[config.mk]
export PLATFORM = sky130hd
export DESIGN_NAME = closest_display_mode_search_unit
export DESIGN_NICKNAME = d
export VERILOG_FILES = /design/src/rtl/cdms_pkg.sv /design/src/rtl/cdms_ram.sv /design/src/rtl/closest_display_mode_search_unit.sv
export SDC_FILE = /design/constraint.sdc
export NUM_CORES = 1
export LEC_CHECK = 0
export BUFFER_PORTS_ARGS = -buffer_cell sky130_fd_sc_hd__buf_2
export CAP_MARGIN = 20
export CORE_MARGIN = 2
export CORE_UTILIZATION = 40
export DETAILED_ROUTE_END_ITERATION = 10
export REMOVE_ABC_BUFFERS = 1
export SYNTH_ARGS = -nofsm -noshare
export SYNTH_HDL_FRONTEND = slang
export SYNTH_SLANG_ARGS = --single-unit
[constraint.sdc]
create_clock -name clk -period 8.1 [get_ports clk]
set_input_delay 0.81 -clock clk [delete_from_list [all_inputs] [get_ports clk]]
set_output_delay 0.81 -clock clk [all_outputs]
set_load 0.01 [all_outputs]
[src/rtl/cdms_pkg.sv]
// package for the closest display mode search unit
// holds sizes, opcodes, sequencer types and the shared distance limit
// no dependencies
`default_nettype none

package cdms_pkg;

    // default table capacity
    localparam int unsigned MAX_MODES_DEF = 32;

    // one table entry: width, height, depth
    localparam int unsigned W_W     = 16;
    localparam int unsigned H_W     = 16;
    localparam int unsigned D_W     = 8;
    localparam int unsigned ENTRY_W = W_W + H_W + D_W;
    localparam int unsigned INDEX_W = 5;

    // distances fit in 16 bits, so a 17-bit all-ones value beats none
    localparam int unsigned DIST_W = 16;
    localparam logic [DIST_W:0] FAR_AWAY = '1;

    // opcodes
    localparam logic [1:0] OP_LOAD   = 2'd0;
    localparam logic [1:0] OP_CLEAR  = 2'd1;
    localparam logic [1:0] OP_SEARCH = 2'd2;

    // sequencer states
    typedef enum logic {
        ST_IDLE,
        ST_SCAN
    } state_t;

    // table passes of a search
    typedef enum logic [1:0] {
        PASS_HEIGHT,
        PASS_WIDTH,
        PASS_DEPTH
    } pass_t;

endpackage

`default_nettype wire

[src/rtl/cdms_ram.sv]
// generic single write, single read port ram with registered read data
// no dependencies
`default_nettype none

module cdms_ram #(
    parameter int unsigned WIDTH = 40,
    parameter int unsigned DEPTH = 32,
    localparam int unsigned AW = (DEPTH > 1) ? $clog2(DEPTH) : 1
) (
    input  wire logic             clk,
    input  wire logic             we,
    input  wire logic [AW-1:0]    waddr,
    input  wire logic [WIDTH-1:0] wdata,
    input  wire logic [AW-1:0]    raddr,
    output logic      [WIDTH-1:0] rdata
);

    logic [WIDTH-1:0] mem [DEPTH];

    // write port
    always_ff @(posedge clk)
    begin
        if (we)
        begin
            mem[waddr] <= wdata;
        end
    end

    // registered read port
    always_ff @(posedge clk)
    begin
        rdata <= mem[raddr];
    end

endmodule

`default_nettype wire

[src/rtl/closest_display_mode_search_unit.sv]
// top level of the closest display mode search unit
// depends on cdms_pkg and cdms_ram
//
// Usage: a command is transferred at a rising edge with start high and busy
// low. opcode load appends (width, height, depth) to the mode table; loads
// once the table holds MAX_MODES entries are dropped. clear empties the
// table. search returns one result; opcode 3 does nothing. Load and clear
// never raise busy.
// A search over n stored modes walks the table three times through the one
// ram read port and one shared distance/compare unit: each walk issues n
// reads, takes in the registered ram read data and then closes, and done
// pulses once the depth walk has closed. busy is high for the walks and
// low again in the cycle done is shown, so a new command may be taken there.
// A search on an empty table pulses done in the cycle after the transfer
// with no_modes high and all other result fields zero; busy stays low.
// Result ports hold valid data only while done is high, for one cycle;
// the receiver cannot stall.
// Reset empties the table and returns the sequencer to idle; table contents
// are left as they are and never read before being written again.
`default_nettype none

module closest_display_mode_search_unit #(
    parameter int unsigned MAX_MODES = cdms_pkg::MAX_MODES_DEF
) (
    input  wire logic         clk,
    input  wire logic         rst_n,
    input  wire logic         start,
    output logic              busy,
    input  wire logic [1:0]   opcode,
    input  wire logic [15:0]  width,
    input  wire logic [15:0]  height,
    input  wire logic [7:0]   depth,
    output logic              done,
    output logic              no_modes,
    output logic [4:0]        found_index,
    output logic [15:0]       found_width,
    output logic [15:0]       found_height,
    output logic [7:0]        found_depth
);

    localparam int unsigned IDX_W   = (MAX_MODES > 1) ? $clog2(MAX_MODES) : 1;
    localparam int unsigned COUNT_W = $clog2(MAX_MODES + 1);
    localparam int unsigned EXT_W   = (IDX_W > cdms_pkg::INDEX_W) ? IDX_W
                                                                   : cdms_pkg::INDEX_W;
    localparam logic [COUNT_W-1:0] COUNT_MAX = COUNT_W'(MAX_MODES);

    // control state
    cdms_pkg::state_t state_reg, state_next;
    cdms_pkg::pass_t  pass_reg, pass_next;
    logic [COUNT_W-1:0] count_reg, count_next;
    logic [COUNT_W-1:0] rd_cnt_reg, rd_cnt_next;
    logic               rd_vld_reg, rd_vld_next;
    logic               done_reg, done_next;

    // datapath registers
    logic [IDX_W-1:0]            rd_idx_reg, rd_idx_next;
    logic [cdms_pkg::W_W-1:0]    tgt_w_reg, tgt_w_next;
    logic [cdms_pkg::H_W-1:0]    tgt_h_reg, tgt_h_next;
    logic [cdms_pkg::D_W-1:0]    tgt_d_reg, tgt_d_next;
    logic [cdms_pkg::DIST_W:0]   best_reg, best_next;
    logic [IDX_W-1:0]            sel_idx_reg, sel_idx_next;
    logic [cdms_pkg::W_W-1:0]    sel_w_reg, sel_w_next;
    logic [cdms_pkg::H_W-1:0]    sel_h_reg, sel_h_next;
    logic [cdms_pkg::D_W-1:0]    sel_d_reg, sel_d_next;
    logic                        no_modes_reg, no_modes_next;
    logic [cdms_pkg::INDEX_W-1:0] found_index_reg, found_index_next;
    logic [cdms_pkg::W_W-1:0]    found_width_reg, found_width_next;
    logic [cdms_pkg::H_W-1:0]    found_height_reg, found_height_next;
    logic [cdms_pkg::D_W-1:0]    found_depth_reg, found_depth_next;

    // handshake decode
    logic accept, acc_load, acc_clear, acc_search, pass_end;
    logic [cdms_pkg::ENTRY_W-1:0] ram_wdata, ram_rdata;
    logic ram_we;

    assign busy       = (state_reg == cdms_pkg::ST_SCAN);
    assign accept     = start && !busy;
    assign acc_load   = accept && (opcode == cdms_pkg::OP_LOAD);
    assign acc_clear  = accept && (opcode == cdms_pkg::OP_CLEAR);
    assign acc_search = accept && (opcode == cdms_pkg::OP_SEARCH);
    assign pass_end   = (state_reg == cdms_pkg::ST_SCAN) && (rd_cnt_reg == count_reg)
                        && !rd_vld_reg;

    assign ram_we    = acc_load && (count_reg < COUNT_MAX);
    assign ram_wdata = {width, height, depth};

    // mode table
    cdms_ram #(
        .WIDTH (cdms_pkg::ENTRY_W),
        .DEPTH (MAX_MODES)
    ) u_table (
        .clk   (clk),
        .we    (ram_we),
        .waddr (count_reg[IDX_W-1:0]),
        .wdata (ram_wdata),
        .raddr (rd_cnt_reg[IDX_W-1:0]),
        .rdata (ram_rdata)
    );

    // fields of the entry read last cycle
    logic [cdms_pkg::W_W-1:0] e_w;
    logic [cdms_pkg::H_W-1:0] e_h;
    logic [cdms_pkg::D_W-1:0] e_d;
    assign e_w = ram_rdata[cdms_pkg::ENTRY_W-1 -: cdms_pkg::W_W];
    assign e_h = ram_rdata[cdms_pkg::D_W + cdms_pkg::H_W - 1 -: cdms_pkg::H_W];
    assign e_d = ram_rdata[cdms_pkg::D_W-1:0];

    // shared distance and compare unit; operands picked by pass
    // within the width and depth walks the current pick always carries the
    // kept height (and width), so the pick registers serve as the keys
    logic [cdms_pkg::DIST_W-1:0] op_a, op_b, diff;
    logic                        match, better;

    always_comb
    begin
        op_a  = '0;
        op_b  = '0;
        match = 1'b0;
        case (pass_reg)
            cdms_pkg::PASS_HEIGHT:
            begin
                op_a  = e_h;
                op_b  = tgt_h_reg;
                match = 1'b1;
            end
            cdms_pkg::PASS_WIDTH:
            begin
                op_a  = e_w;
                op_b  = tgt_w_reg;
                match = (e_h == sel_h_reg);
            end
            cdms_pkg::PASS_DEPTH:
            begin
                op_a  = cdms_pkg::DIST_W'(e_d);
                op_b  = cdms_pkg::DIST_W'(tgt_d_reg);
                match = (e_h == sel_h_reg) && (e_w == sel_w_reg);
            end
            default:
            begin
                match = 1'b0;
            end
        endcase
        diff   = (op_a >= op_b) ? (op_a - op_b) : (op_b - op_a);
        better = rd_vld_reg && match && ({1'b0, diff} < best_reg);
    end

    // next state
    always_comb
    begin
        state_next = state_reg;
        case (state_reg)
            cdms_pkg::ST_IDLE:
            begin
                if (acc_search && (count_reg != '0))
                begin
                    state_next = cdms_pkg::ST_SCAN;
                end
            end
            cdms_pkg::ST_SCAN:
            begin
                if (pass_end && (pass_reg == cdms_pkg::PASS_DEPTH))
                begin
                    state_next = cdms_pkg::ST_IDLE;
                end
            end
            default:
            begin
                state_next = cdms_pkg::ST_IDLE;
            end
        endcase
    end

    // outputs and datapath next values
    logic [EXT_W-1:0] sel_ext;
    assign sel_ext = EXT_W'(sel_idx_reg);

    always_comb
    begin
        pass_next         = pass_reg;
        count_next        = count_reg;
        rd_cnt_next       = rd_cnt_reg;
        rd_vld_next       = 1'b0;
        rd_idx_next       = rd_cnt_reg[IDX_W-1:0];
        done_next         = 1'b0;
        tgt_w_next        = tgt_w_reg;
        tgt_h_next        = tgt_h_reg;
        tgt_d_next        = tgt_d_reg;
        best_next         = best_reg;
        sel_idx_next      = sel_idx_reg;
        sel_w_next        = sel_w_reg;
        sel_h_next        = sel_h_reg;
        sel_d_next        = sel_d_reg;
        no_modes_next     = no_modes_reg;
        found_index_next  = found_index_reg;
        found_width_next  = found_width_reg;
        found_height_next = found_height_reg;
        found_depth_next  = found_depth_reg;

        // table bookkeeping
        if (ram_we)
        begin
            count_next = count_reg + 1'b1;
        end
        if (acc_clear)
        begin
            count_next = '0;
        end

        // search start
        if (acc_search)
        begin
            tgt_w_next  = width;
            tgt_h_next  = height;
            tgt_d_next  = depth;
            pass_next   = cdms_pkg::PASS_HEIGHT;
            rd_cnt_next = '0;
            best_next   = cdms_pkg::FAR_AWAY;
            if (count_reg == '0)
            begin
                done_next         = 1'b1;
                no_modes_next     = 1'b1;
                found_index_next  = '0;
                found_width_next  = '0;
                found_height_next = '0;
                found_depth_next  = '0;
            end
        end

        // table walk
        if (state_reg == cdms_pkg::ST_SCAN)
        begin
            if (rd_cnt_reg < count_reg)
            begin
                rd_vld_next = 1'b1;
                rd_cnt_next = rd_cnt_reg + 1'b1;
            end
            if (better)
            begin
                best_next    = {1'b0, diff};
                sel_idx_next = rd_idx_reg;
                sel_w_next   = e_w;
                sel_h_next   = e_h;
                sel_d_next   = e_d;
            end
            if (pass_end)
            begin
                rd_cnt_next = '0;
                best_next   = cdms_pkg::FAR_AWAY;
                case (pass_reg)
                    cdms_pkg::PASS_HEIGHT: pass_next = cdms_pkg::PASS_WIDTH;
                    cdms_pkg::PASS_WIDTH:  pass_next = cdms_pkg::PASS_DEPTH;
                    default:
                    begin
                        pass_next         = cdms_pkg::PASS_HEIGHT;
                        done_next         = 1'b1;
                        no_modes_next     = 1'b0;
                        found_index_next  = sel_ext[cdms_pkg::INDEX_W-1:0];
                        found_width_next  = sel_w_reg;
                        found_height_next = sel_h_reg;
                        found_depth_next  = sel_d_reg;
                    end
                endcase
            end
        end
    end

    // control registers
    always_ff @(posedge clk or negedge rst_n)
    begin
        if (!rst_n)
        begin
            state_reg  <= cdms_pkg::ST_IDLE;
            pass_reg   <= cdms_pkg::PASS_HEIGHT;
            count_reg  <= '0;
            rd_cnt_reg <= '0;
            rd_vld_reg <= 1'b0;
            done_reg   <= 1'b0;
        end
        else
        begin
            state_reg  <= state_next;
            pass_reg   <= pass_next;
            count_reg  <= count_next;
            rd_cnt_reg <= rd_cnt_next;
            rd_vld_reg <= rd_vld_next;
            done_reg   <= done_next;
        end
    end

    // payload registers
    always_ff @(posedge clk)
    begin
        rd_idx_reg       <= rd_idx_next;
        tgt_w_reg        <= tgt_w_next;
        tgt_h_reg        <= tgt_h_next;
        tgt_d_reg        <= tgt_d_next;
        best_reg         <= best_next;
        sel_idx_reg      <= sel_idx_next;
        sel_w_reg        <= sel_w_next;
        sel_h_reg        <= sel_h_next;
        sel_d_reg        <= sel_d_next;
        no_modes_reg     <= no_modes_next;
        found_index_reg  <= found_index_next;
        found_width_reg  <= found_width_next;
        found_height_reg <= found_height_next;
        found_depth_reg  <= found_depth_next;
    end

    assign done         = done_reg;
    assign no_modes     = no_modes_reg;
    assign found_index  = found_index_reg;
    assign found_width  = found_width_reg;
    assign found_height = found_height_reg;
    assign found_depth  = found_depth_reg;

    // checks

    // the fill count never passes capacity
    a_count_bound: assert property (@(posedge clk) disable iff (!rst_n)
        count_reg <= COUNT_MAX)
        else $error("mode count beyond capacity");

    // the table does not change under a running search
    a_count_held: assert property (@(posedge clk) disable iff (!rst_n)
        busy && $past(busy) |-> $stable(count_reg))
        else $error("mode count changed during search");

    // every read handled by the walk lies inside the filled part
    a_read_in_range: assert property (@(posedge clk) disable iff (!rst_n)
        rd_vld_reg |-> (COUNT_W'(rd_idx_reg) < count_reg))
        else $error("walk read beyond filled entries");

    // an empty-table result carries only the flag
    a_empty_result: assert property (@(posedge clk) disable iff (!rst_n)
        done && no_modes |-> (found_index == '0) && (found_width == '0)
                             && (found_height == '0) && (found_depth == '0))
        else $error("empty-table result not cleared");

    // a walk result follows the closing of the depth walk
    a_done_source: assert property (@(posedge clk) disable iff (!rst_n)
        done && !no_modes |-> $past(pass_end) && ($past(pass_reg) == cdms_pkg::PASS_DEPTH))
        else $error("result without finished search");

endmodule

`default_nettype wire
; After elaboration in Yosys (flattened, before gate mapping)
; Memory sizes are Yosys's and may differ from the RTL's. A register that Yosys moved wholly into a read port is not among the register bits.
; Cells that the tools add are included.
[totals]
ff_bits = 170
ramBits = 1280
input_bits = 45
output_inout_bits = 48
n_memories = 1
[classes]
n_addsub = 4
n_lt_le_gt_ge = 4
eq_ne = 7
muxes = 55
n_bitwise = 1
n_reduce_logical = 21
[mem_list]
columns = memory, depth, word_bits, read_ports, rd_clocked_by_memory_dff, wr, line_no
row1 = u_table.mem, 32, 40, 1, 1, 1, cdms_ram.sv:18  ; logic [WIDTH-1:0] mem [DEPTH];
[op_table]
columns = op, n
row1 = 2-to-1 mux 16 bit, 11
row2 = case mux 16 bit (3 select lines), 2
row3 = 2-to-1 mux 17 bit, 4
row4 = 2-to-1 mux 8 bit, 5
row5 = 2-to-1 mux 6 bit, 6
row6 = equality test 16 bit, 2
row7 = subtractor 16 bit, 2
row8 = 2-to-1 mux 5 bit, 5
row9 = less-than comparator 16 x 17 -> 1 bit, 1
row10 = greater-or-equal comparator 16 bit, 1
row11 = 2-to-1 mux 1 bit, 16
row12 = "adder 6 x 1 -> 6 bit, second input constant", 2
row13 = logical AND 1 bit, 12
row14 = equality test 6 bit, 1
row15 = zero test 6 bit, 1
row16 = less-than comparator 6 bit, 1
row17 = "less-than comparator 6 bit, second input constant", 1
row18 = 2-to-1 mux 2 bit, 3
row19 = nonzero test 6 bit, 1
row20 = "equality test 2 x 1 -> 1 bit, second input constant", 2
row21 = "equality test 2 bit, second input constant", 2
row22 = zero test 2 bit, 2
row23 = case mux 2 bit (2 select lines), 1
row24 = case mux 1 bit (3 select lines), 1
row25 = 6 further kinds, 7

; Depth between registers and ports, before layout
[depth]
word_depth = 9
ltp_mapped = 27
ltp_nobuf = 22

; Cells and area by module
; Synthesis repeated with hierarchy kept, for this count alone.
[hier_totals]
cells_unflattened = 3599
hier_area_um2 = 59091.7
[by_module_without_submodules]
columns = mod, instances, cells_each, area_per_inst_um2
row1 = cdms_ram, 1, 2813, 50564.7
row2 = closest_display_mode_search_unit, 1, 786, 8526.9

; Least setup slack after synthesis
; OpenSTA, ideal clock, no wires.
[synth_path]
kind = register to register
start = register pass_reg[1]
end = register sel_d_reg[0] (netlist bit), enable pin
setup_time_ns = 0.399
t_arrival_ns = 6.084
path_slack_ns = 1.617
path_stages_with_launch = 26
n_path_buf = 5
period_less_slack_ns = 6.483
cell_sequence = dfrtp_1 > clkbuf_1 > clkbuf_1 > mux2i_1 > nor2_1 > a21oi_1 > inv_1 > ha_1 > fa_1 > inv_1 > a21oi_1 > o211ai_1 > nand2_1 > a31oi_4 > buf_8 > mux2i_1 > xor2_1 > ha_1 > a21o_1 > a211o_1 > o21ai_0 > a211o_1 > o21ai_1 > clkbuf_1 > buf_2 > inv_1
[synth_via]
elab_chain_len = 7
word_cells_on_any_way = 14
[synth_rtl]
columns = item, line_no
row1 = start: declaration, closest_display_mode_search_unit.sv:49  ; cdms_pkg::pass_t pass_reg, pass_next;
row2 = start signal: assignment, closest_display_mode_search_unit.sv:273  ; pass_reg <= cdms_pkg::PASS_HEIGHT;
row3 = start signal: assignment, closest_display_mode_search_unit.sv:282  ; pass_reg <= pass_next;
row4 = "equality test 2 bit, or another cell as far along", closest_display_mode_search_unit.sv:119  ; case (pass_reg)
row5 = case mux 16 bit (3 select lines), closest_display_mode_search_unit.sv:119
row6 = subtractor 16 bit / greater-or-equal comparator 16 bit (equally long branches), closest_display_mode_search_unit.sv:143  ; diff = (op_a >= op_b) ? (op_a - op_b) : (op_b - op_a);
row7 = 2-to-1 mux 16 bit, closest_display_mode_search_unit.sv:143
row8 = less-than comparator 16 x 17 -> 1 bit, closest_display_mode_search_unit.sv:144  ; better = rd_vld_reg && match && ({1'b0, diff} < best_reg);
row9 = logical AND 1 bit *, closest_display_mode_search_unit.sv:144
row10 = AND reduction 2 bit (no source line) *, n/a
row11 = end signal: assignment, closest_display_mode_search_unit.sv:301  ; sel_d_reg <= sel_d_next;
row12 = end: declaration, closest_display_mode_search_unit.sv:64  ; logic [cdms_pkg::D_W-1:0] sel_d_reg, sel_d_next;
; Every way passes the cells marked *; elsewhere a longest branch is shown, timed or not.
; A chain may end at the register's enable or synchronous reset.

; Final worst setup path
[layout_path]
start = register pass_reg[0]
end = register sel_h_reg[2] (netlist bit), enable pin
[layout_via]
elab_chain_len = 7
word_cells_on_any_way = 14
[layout_rtl]
columns = item, line_no
row1 = "equality test 2 bit, or another cell as far along", closest_display_mode_search_unit.sv:119
row2 = case mux 16 bit (3 select lines), closest_display_mode_search_unit.sv:119
row3 = subtractor 16 bit / greater-or-equal comparator 16 bit (equally long branches), closest_display_mode_search_unit.sv:143
row4 = 2-to-1 mux 16 bit, closest_display_mode_search_unit.sv:143
row5 = less-than comparator 16 x 17 -> 1 bit, closest_display_mode_search_unit.sv:144
row6 = logical AND 1 bit *, closest_display_mode_search_unit.sv:144
row7 = AND reduction 2 bit (no source line) *, n/a
row8 = end signal: assignment, closest_display_mode_search_unit.sv:300  ; sel_h_reg <= sel_h_next;
row9 = end: declaration, closest_display_mode_search_unit.sv:63  ; logic [cdms_pkg::H_W-1:0] sel_h_reg, sel_h_next;
; Marks and branches as above.

==> impl_results.md <==
* Maximum number of pins on one net before global-route repair at 109
* Antenna viol nets, final at 0
* Setup ws final at 1636 ps
* Post-Route Utilization at 45.91%
* RSZ-0062 raised after global routing: false
* Final worst path period need at 6464 ps
* Wire length per cell at 31.51 µm
* Number of fillers in the final layout at 11970
* Syn avg cell area at 21.66 µm²
* Area delta synth->final at 13.97%
* Slew HR at 21.53%
* Peak supply drop at 0.0002015 V
* Clk_lat worst skew at 800 ps
* Status: complete, but fails checks
* Sink Count at 1490
* Die ar. at 147700 µm²
* GRT overflow at 0
* Dpl ws at 1722 ps
* Share of layout cells above drive strength 1 at 29.86%
* Via/cell ratio at 5.739
* # IOs at 93
* Final wirelength at 153800 µm
* Max-cap viol count at 0
* PwrDens at 234.5 nW/µm²
* CP Capture Type: flip-flop
* Initial antenna violation count at 12
* Global Route Usage Sum at 20.92%
* Synth Flop Type: edfxtp_1
* Fin Setup TNS at 0 ps
* 1st-iter DRT viols at 3246
* Clock-pin slew on the worst setup and hold paths at 70 ps
* Root Buffer: clkbuf_16
* #FFs+latches synth at 1490
* Pleak at 21.34 nW
* Asr flop ratio synth at 1.141%
* Area leader, netlist: edfxtp_1
* Max clock buf depth at 3
* Fmax at 154.7 MHz
* Post-synthesis cell area at 57860 µm²
* Max-slew violation count at 0
* DRT Pass-1 Iters at 8
* Port-buffer cells at 92
* Nets at 2953
* Req. time, crit path at 8510 ps
* Fin Clk Skew at 53.03 ps
* CTS buffer count at 153
* Final hold violation count at 0
* Row Count at 139
* Post-Synthesis Cells at 2672
* Post-route clock period utilization at 79.80%
* H-tree level count at 4
* Yosys top cell area share at 70.84%
* Hold WC Path Type: reg2reg
* Worst EP arrival at 6880 ps
* Slew @ Worst Pin at 1174 ps
* DP HPWL at 83780 µm
* Die Wd at 384.3 µm
* Register area at 43590 µm²
* First-pass GRT wire length at 215300 µm
* Remaining DRCs at 12
* Crit Path Class: reg2reg
* Most frequent cell after synthesis: edfxtp_1
* Sequential-to-total area share from yosys stat at 75.31%
* Largest register FFs at 1280
* Yosys warning total at 0
* Synth area leaders: edfxtp_1 71%, mux4_2 16%, dfxtp_1 3.7%
* Final setup vio count at 0
* Area of the core at 143700 µm²
* Failing checks: design-rule violations
* Post-CTS Setup Bufs at 0
* Crit-path max FO at 32
* Netlist cell types at 65
* Multi-input logic area at 13710 µm²
* Gpl congestion at 0.8667
* Synth cell count leaders: 1365 x edfxtp_1, 400 x mux4_2, 108 x dfxtp_1, 87 x nor2_1, 71 x clkbuf_1
* Die height at 384.3 µm
* Crit start category: flip-flop
* CTS tree: done
* DR vias at 28020
* Number of synthesized flops with an enable pin at 1365
* Vias in the first global route at 28350
* Initial Utilization at 40.28%
[cells by family after synthesis]
logic type                 Yosys count  synth area share (%)
AOI/OAI and AO/OA                  174                 2.184
adders and majority gates           59                 1.302
DFF                               1490                 75.31
muxes                              491                 17.24
xor gates and xnor gates            50                0.7568
buffers and inverters              195                 1.427
and+or+nand+nor                    213                 1.786
[where the power goes]
part,internal (mW),total (mW),switching [mW]
logic,0.00980,0.107,0.0975
registers,8.38,8.38,0.00131
clock network,3.95,6.98,3.02
total,12.3,15.5,3.12
[final cells by class]
cell class	count	share of cell area [%]
antenna	2	0.007589
clock buffer	200	6.356
clock inverter	83	1.245
inverter	63	0.3586
multi-input combinational	987	20.79
sequential	1490	66.10
tap	1903	3.610
timing repair buffer	154	1.533
[final timing paths]
check                               from       endpoint  slack, ps  depth (start not counted)
max                          pass_reg[0]   sel_h_reg[2]       1640                         22
min                        rd_idx_reg[3]     sel_ext[3]        400                          0
max reg2reg                  pass_reg[0]   sel_h_reg[2]       1640                         22
min reg2reg                rd_idx_reg[3]     sel_ext[3]        400                          0
max in group asynchronous          rst_n  rd_cnt_reg[3]       7050                          2
min in group asynchronous          rst_n           done        560                          2
[worst max-delay path, cell delays in order (launching register included)]
cell and delay, ps:
dfrtp_2 580, nor2b_1 210, buf_4 200, a21oi_1 210, inv_1 60, ha_1 220, fa_1 500, inv_1 80
a21oi_1 100, o211ai_1 270, nand2_1 180, a31oi_4 670, mux2i_1 290, xor2_1 330, ha_1 310, a21o_1 160
a31oi_1 140, o21ai_0 110, o21ai_0 310, a211o_1 210, o21ai_2 70, inv_2 270, buf_4 530
[placed cells by master (no fill, tap or decap), drive strengths merged, types with 21 or more instances in the layout]
cell type,netlist,layout
edfxtp,1365,1365
mux4,400,400
clkbuf,72,200
buf,60,153
dfxtp,108,108
nor2,87,87
inv,62,71
clkinv,1,67
ha,57,57
mux2i,48,48
a22o,46,46
mux2,43,43
a21oi,38,38
xor2,37,37
nand3,29,29
nand2,28,28
o21ai,24,24
a21o,21,21
[routing by layer]
metal  up-vias  global-route usage [%]  share of wire [%]
met3       234                   5.321                8.2
met4        12                   6.185                2.6
met1     15110                   29.15                 42
met2      1186                   32.59                 47
li1      11480                       -                  -
met5         -                       0              0.053
[per-stage QoR]
| stage | power, mW | instance area (µm²) | hold WS [ps] | std cells |
|---|---|---|---|---|
| after floorplan | 8.551 | 57270 | 385.5 | 2540 |
| after global placement | 8.640 | 60870 | 386.7 | 4593 |
| after detailed placement | 8.653 | 60900 | 388.7 | 4595 |
| after CTS | 15.60 | 65920 | 403.0 | 4879 |
| after global routing | 15.93 | 65940 | 409.0 | 4880 |
| final | 15.46 | 65950 | 404.6 | 4882 |
[timing repair]
action | 4_1_cts | 5_1_grt
gates resized for setup | 0 | 0
endpoints found under the hold margin | 3 | 0
hold buffers | 1 | 0
Note: power is estimated with default switching activity, not from simulation.
